### config.mk
export PLATFORM = sky130hd
export DESIGN_NAME = spq_cell
export DESIGN_NICKNAME = d
export VERILOG_FILES = /design/src/hw/rtl/sorted_priority_queue_assert.svh /design/src/hw/rtl/spq_pkg.sv /design/src/hw/rtl/spq_cell.sv
export SDC_FILE = /design/constraint.sdc
export NUM_CORES = 1
export LEC_CHECK = 0
export BUFFER_PORTS_ARGS = -buffer_cell sky130_fd_sc_hd__buf_2
export CAP_MARGIN = 20
export CELL_PAD_IN_SITES_DETAIL_PLACEMENT = 0
export CELL_PAD_IN_SITES_GLOBAL_PLACEMENT = 1
export CORE_ASPECT_RATIO = 0.5
export CORE_MARGIN = 5
export CORE_UTILIZATION = 37
export CTS_BUF_LIST = sky130_fd_sc_hd__clkbuf_4 sky130_fd_sc_hd__clkbuf_8 sky130_fd_sc_hd__clkbuf_16
export CTS_CLUSTER_DIAMETER = 40
export CTS_CLUSTER_SIZE = 16
export DETAILED_ROUTE_END_ITERATION = 8
export HOLD_SLACK_MARGIN = 0.1
export PLACE_DENSITY_LB_ADDON = 0.05
export SLEW_MARGIN = 10
export SYNTH_ARGS = -nofsm -noshare
export SYNTH_HDL_FRONTEND = slang
export SYNTH_SLANG_ARGS = --single-unit
### constraint.sdc
create_clock -name clk -period 5 [get_ports clk]
set_input_delay 0.25 -clock clk [delete_from_list [all_inputs] [get_ports clk]]
set_output_delay 0.25 -clock clk [all_outputs]
set_load 0.05 [all_outputs]
### src/hw/rtl/sorted_priority_queue_assert.svh
// Assertion macros for the queue RTL.
`ifndef SORTED_PRIORITY_QUEUE_ASSERT_SVH
`define SORTED_PRIORITY_QUEUE_ASSERT_SVH

// Checked on every rising edge outside reset.
`define SPQ_ASSERT(label, prop, msg) \
  label: assert property (@(posedge clk) disable iff (rst) prop) else $error(msg);

// Checked on every rising edge, reset included.
`define SPQ_ASSERT_ALWAYS(label, prop, msg) \
  label: assert property (@(posedge clk) prop) else $error(msg);

`endif

### src/hw/rtl/spq_pkg.sv
`default_nettype none

package spq_pkg;

  // Fixed field widths of the request and response.
  localparam int REQ_BITS       = 2;
  localparam int POS_BITS       = 6;
  localparam int STATUS_BITS    = 2;
  localparam int COUNT_OUT_BITS = 7;

  // Request codes.
  localparam logic [REQ_BITS-1:0] REQ_INSERT = 2'd0;
  localparam logic [REQ_BITS-1:0] REQ_POP    = 2'd1;
  localparam logic [REQ_BITS-1:0] REQ_PEEK   = 2'd2;

  // Status codes.
  localparam logic [STATUS_BITS-1:0] ST_OK    = 2'd0;
  localparam logic [STATUS_BITS-1:0] ST_EMPTY = 2'd1;
  localparam logic [STATUS_BITS-1:0] ST_FULL  = 2'd2;

  // Per-cycle command broadcast to every cell.
  typedef struct packed {
    logic ins;
    logic pop;
    logic rd_load;
    logic rd_shift;
  } spq_cell_ctrl_t;

endpackage

`default_nettype wire

### src/hw/rtl/spq_cell.sv
`default_nettype none

// One position of the sorted list, plus one stage of the read-out chain.
module spq_cell #(
  parameter int KEY_BITS = 16,
  parameter int TAG_BITS = 16
) (
  input  wire                         clk,
  input  wire spq_pkg::spq_cell_ctrl_t ctrl,
  input  wire                         occ,
  input  wire signed [KEY_BITS-1:0]   new_key,
  input  wire [TAG_BITS-1:0]          new_tag,
  input  wire                         prev_ge,
  input  wire signed [KEY_BITS-1:0]   prev_key,
  input  wire [TAG_BITS-1:0]          prev_tag,
  input  wire signed [KEY_BITS-1:0]   next_key,
  input  wire [TAG_BITS-1:0]          next_tag,
  input  wire signed [KEY_BITS-1:0]   next_rd_key,
  input  wire [TAG_BITS-1:0]          next_rd_tag,
  output logic                        ge,
  output logic signed [KEY_BITS-1:0]  key,
  output logic [TAG_BITS-1:0]         tag,
  output logic signed [KEY_BITS-1:0]  rd_key,
  output logic [TAG_BITS-1:0]         rd_tag
);

  // A held key at least as large as the new one stays where it is.
  assign ge = occ && (key >= new_key);

  // Entry register: keep, take the new entry, or shift by one place.
  always_ff @(posedge clk) begin
    if (ctrl.ins && !ge) begin
      if (prev_ge) begin
        key <= new_key;
        tag <= new_tag;
      end else begin
        key <= prev_key;
        tag <= prev_tag;
      end
    end else if (ctrl.pop) begin
      key <= next_key;
      tag <= next_tag;
    end
  end

  // Read-out chain: a snapshot of the list that moves towards the head.
  always_ff @(posedge clk) begin
    if (ctrl.rd_load) begin
      rd_key <= key;
      rd_tag <= tag;
    end else if (ctrl.rd_shift) begin
      rd_key <= next_rd_key;
      rd_tag <= next_rd_tag;
    end
  end

endmodule

`default_nettype wire

== Word-level counts from Yosys, hierarchy flattened ==
Cells that the tools add are included.

* Flip-flop bits (word level): 64
* Input bits: 135
* Word-level logic and storage cells: 20

* $lt $le $gt $ge: 1
* Muxes and demuxes: 10
* Reductions and logical operators: 5

{| class="wikitable"
|+ Operators by type and width
! cell !! count
|-
| $mux W16 || 10
|-
| $ge A16 B16 Y1 || 1
|-
| $reduce_bool A2 Y1 || 2
|-
| $logic_and A1 B1 Y1 || 2
|-
| $logic_not A1 Y1 || 1
|}

== Depth between registers and ports, before layout ==
* Depth after elaboration: 5
* Depth in mapped cells: 9

== Worst setup path after synthesis ==
OpenSTA, ideal clock, no wires.

* Path kind: register to register
* Start point: reg key[15]
* End point: reg key[0], enable pin
* Setup time: 375 ps
* Arrival time: 2,771 ps
* Slack: 1,854 ps
* Stages on the path, launching flop included: 9
* Path buffers: 1
* Clock period less this slack: 3,146 ps
* Cell sequence: edfxtp_1 ha_1 nand4_1 nor2_1 a221oi_2 nand3_1 o311ai_4 buf_6 or2_2

* Word-level cells in the longest chain between the ends: 5

{| class="wikitable"
|+ RTL lines
! what !! RTL line !! text
|-
| start, declared || spq_cell.sv:21 || <nowiki>output logic signed [KEY_BITS-1:0] key,</nowiki>
|-
| start signal, assigned || spq_cell.sv:34 || <nowiki>key <= new_key;</nowiki>
|-
| start signal, assigned || spq_cell.sv:37 || <nowiki>key <= prev_key;</nowiki>
|-
| start signal, assigned || spq_cell.sv:41 || <nowiki>key <= next_key;</nowiki>
|-
| $ge A16 B16 Y1 || spq_cell.sv:28 || <nowiki>assign ge = occ && (key >= new_key);</nowiki>
|-
| $logic_and A1 B1 Y1 || spq_cell.sv:28 ||
|-
| $logic_not A1 Y1 || spq_cell.sv:32 || <nowiki>if (ctrl.ins && !ge) begin</nowiki>
|-
| $logic_and A1 B1 Y1 || spq_cell.sv:32 ||
|-
| $reduce_bool A2 Y1 (no source line) || -- ||
|}

No other way between the ends.
A chain may end at the register's enable or synchronous reset.

== Final worst setup path ==
* Start point: reg key[15]
* End point: reg tag[0] (data pin)

* Word-level cells in the longest chain between the ends: 5

{| class="wikitable"
|+ RTL lines
! what !! RTL line !! text
|-
| $ge A16 B16 Y1 || spq_cell.sv:28 ||
|-
| $logic_and A1 B1 Y1 || spq_cell.sv:28 ||
|-
| $logic_not A1 Y1 || spq_cell.sv:32 ||
|-
| $logic_and A1 B1 Y1 || spq_cell.sv:32 ||
|-
| $mux W16 || spq_cell.sv:32 ||
|-
| end signal, assigned || spq_cell.sv:35 || <nowiki>tag <= new_tag;</nowiki>
|-
| end signal, assigned || spq_cell.sv:38 || <nowiki>tag <= prev_tag;</nowiki>
|-
| end signal, assigned || spq_cell.sv:42 || <nowiki>tag <= next_tag;</nowiki>
|-
| end, declared || spq_cell.sv:22 || <nowiki>output logic [TAG_BITS-1:0] tag,</nowiki>
|}

No other way between the ends.

==> run metrics <==
hold depth 2; pin count of the biggest net entering global routing 34; crit path kind flop to flop; commonest non-fill, non-tap cell in the layout buf_2; Final Hold Fails 0; Initial Util 0.378; GRT overflow 0; layout net count 587; DP HPWL ~7300 µm; WL final approximately 9900 µm; synth warn 0; FMAX 0.329 GHz; I/O pin cnt 200; CTS Hold Bufs 0; DRC Markers 0; FF-to-FF path depth 7; WHS around 200 ps; synth unique cells 24; Leakage about 2.3 nW; Power Dens Cells about 450 mW/mm²; Max-cap violations 0; CP endpoint kind flop; CP arrival between 3000 and 4000 ps; Total GRT Usage 0.168; first-pass GRT wire length roughly 15000 µm; Tcrit/Tclk final 0.607; cell depth of the worst setup path 7; maximum VDD drop 0.225 mV; H-tree Lvls 3; CP Max Fanout 32; Worst slew margin 0.412; CTS sink cnt 64; Design Area, Final about 0.005 mm²; Largest delay share family, worst path compound AO/OA/AOI/OAI gates; Post-Synthesis Net Count 387; Critical Path RT slightly above 5000 ps; status finished, final reports clean; Num CTS Buffers 9; CP max-delay cell buf_4; unrepaired setup endpoints after global routing false; Die W about 150 µm; fillcell total ~860; worst skew pair latency 330 ps; Layout area overhead 40.5%; placement row count 25; via count around 2700; routed length per instance between 15 and 20 µm; Root Driver clkbuf_16; CP max stage delay about 470 ps; Layout Skew approximately 6.5 ps; Post-CTS Setup Repair Bufs 0; Worst Path Buf+Inv 1; Synth Register Bits 64; antenna violations before repair 0; Synth Area per Inst approximately 15 µm²; Worst Setup Start Kind flop; max-slew violations 0; post-layout min period just over 3000 ps; CTS tree done; worst hold path class input port to flop; R2R Setup Slk a little under 2000 ps; Worst-Margin Slew 882 ps; DR iter-0 viols ~80; First-pass DRT Iterations 4; gpl congestion 0.727; share of layout cells above drive strength 1 0.651; Post-CTS Resized 0; core footprint roughly 0.0094 mm²; worst-case clock buffer depth 2; vias in the first global route about 2900; clk slew on worst S/H paths roughly 60 ps; setup TNS 0 ps; Cell Area, Synth ~0.0035 mm²; CP cell instances ha_1 -> nand4_1 -> a2111o_1 -> a311o_1 -> o311ai_4 -> buf_4 -> mux2_2; sequential share of the synthesized area 0.542; die extent in y approximately 79 µm; die area 0.0118 mm²; ant diodes 0; final setup fails 0; Port Buf Inserts between 150 and 200; commonest cells after routing, fill and taps aside 199 x buf_2, 67 x mux2_2, 64 x edfxtp_1; Routed Antenna Nets 0; Via density around 4.8; Syn Inst Count 236; Placed Instance Area roughly 0.0046 mm²
per-stage QoR:
step | utilization | power [W] | setup WS (ps) | cells
floorplan | - | 0.00134 | 1850 | 236
global placement | 0.494 | 0.00153 | 2090 | 546
detailed placement | 0.494 | 0.00154 | 1960 | 546
CTS | 0.531 | 0.00228 | 1950 | 562
global route | 0.531 | 0.00235 | 1850 | 562
finish | 0.531 | 0.00225 | 1970 | 562
synth_stat cells, drive strengths merged:
cell type / n / area share
buf: 3 / 0.0095
clkbuf: 8 / 0.0085
nand3: 2 / 0.0028
xnor2: 1 / 0.0025
a2111o: 1 / 0.0032
o21a: 1 / 0.0021
edfxtp: 64 / 0.54
o311ai: 1 / 0.0074
nand4: 4 / 0.0071
nor4: 1 / 0.0018
o21ai: 2 / 0.0028
nand2b: 2 / 0.0035
a311o: 1 / 0.0028
a21oi: 6 / 0.0085
nor2b: 1 / 0.0018
ha: 16 / 0.056
inv: 17 / 0.018
or2: 2 / 0.0035
o211ai: 1 / 0.0021
nor2: 1 / 0.0011
mux2: 96 / 0.30
nand2: 4 / 0.0042
a221oi: 1 / 0.0042
routing by layer:
| layer | vias to the layer above | track usage | routed length (µm) |
|---|---|---|---|
| li1 | 1308 | - | - |
| met1 | 1241 | 0.190 | 3990 |
| met2 | 113 | 0.285 | 4750 |
| met3 | 12 | 0.0838 | 1040 |
| met4 | 0 | 0.0442 | 85 |
| met5 | - | 0 | 0 |
state kept, by name, summed over array words and instances (netlist names):
name    count
key        16
rd_key     16
rd_tag     16
tag        16
area by class of cell:
class	count	area [µm²]	share of cell area
Inverter	17	63.8	0.0128
Timing Repair Buffer	200	1000	0.201
Sequential cell	64	1920	0.386
Clock buffer	11	240	0.0482
Tap cell	121	151	0.0304
Clock inverter	5	105	0.0211
Multi-Input combinational cell	144	1500	0.301
power by group:
part | switching, W | internal [W]
combinational | 0.000522 | 0.000231
sequential | 0.0000457 | 0.000720
clock | 0.000232 | 0.000498
total | 0.000799 | 0.00145
kinds of logic (layout without fill, tap and decap cells):
group / count (synthesis) / count (layout) / synth area share
DFF: 64 / 64 / 0.542
xor gates and xnor gates: 1 / 1 / 0.00247
AOI/OAI and AO/OA: 14 / 14 / 0.0331
buffers and inverters: 28 / 233 / 0.0360
muxes: 96 / 96 / 0.305
adders and majority gates: 16 / 16 / 0.0564
and+or+nand+nor: 17 / 17 / 0.0257
final timing paths:
check,startpoint,to
worst max-delay path,key[15]$_DFFE_PP_,tag[0]$_DFFE_PP_
worst min-delay path,next_key[7],key[7]$_DFFE_PP_
worst max register to register,key[15]$_DFFE_PP_,tag[0]$_DFFE_PP_
worst min register to register,tag[6]$_DFFE_PP_,rd_tag[6]$_DFFE_PP_
No activity file was read; power rests on OpenSTA's default activity.
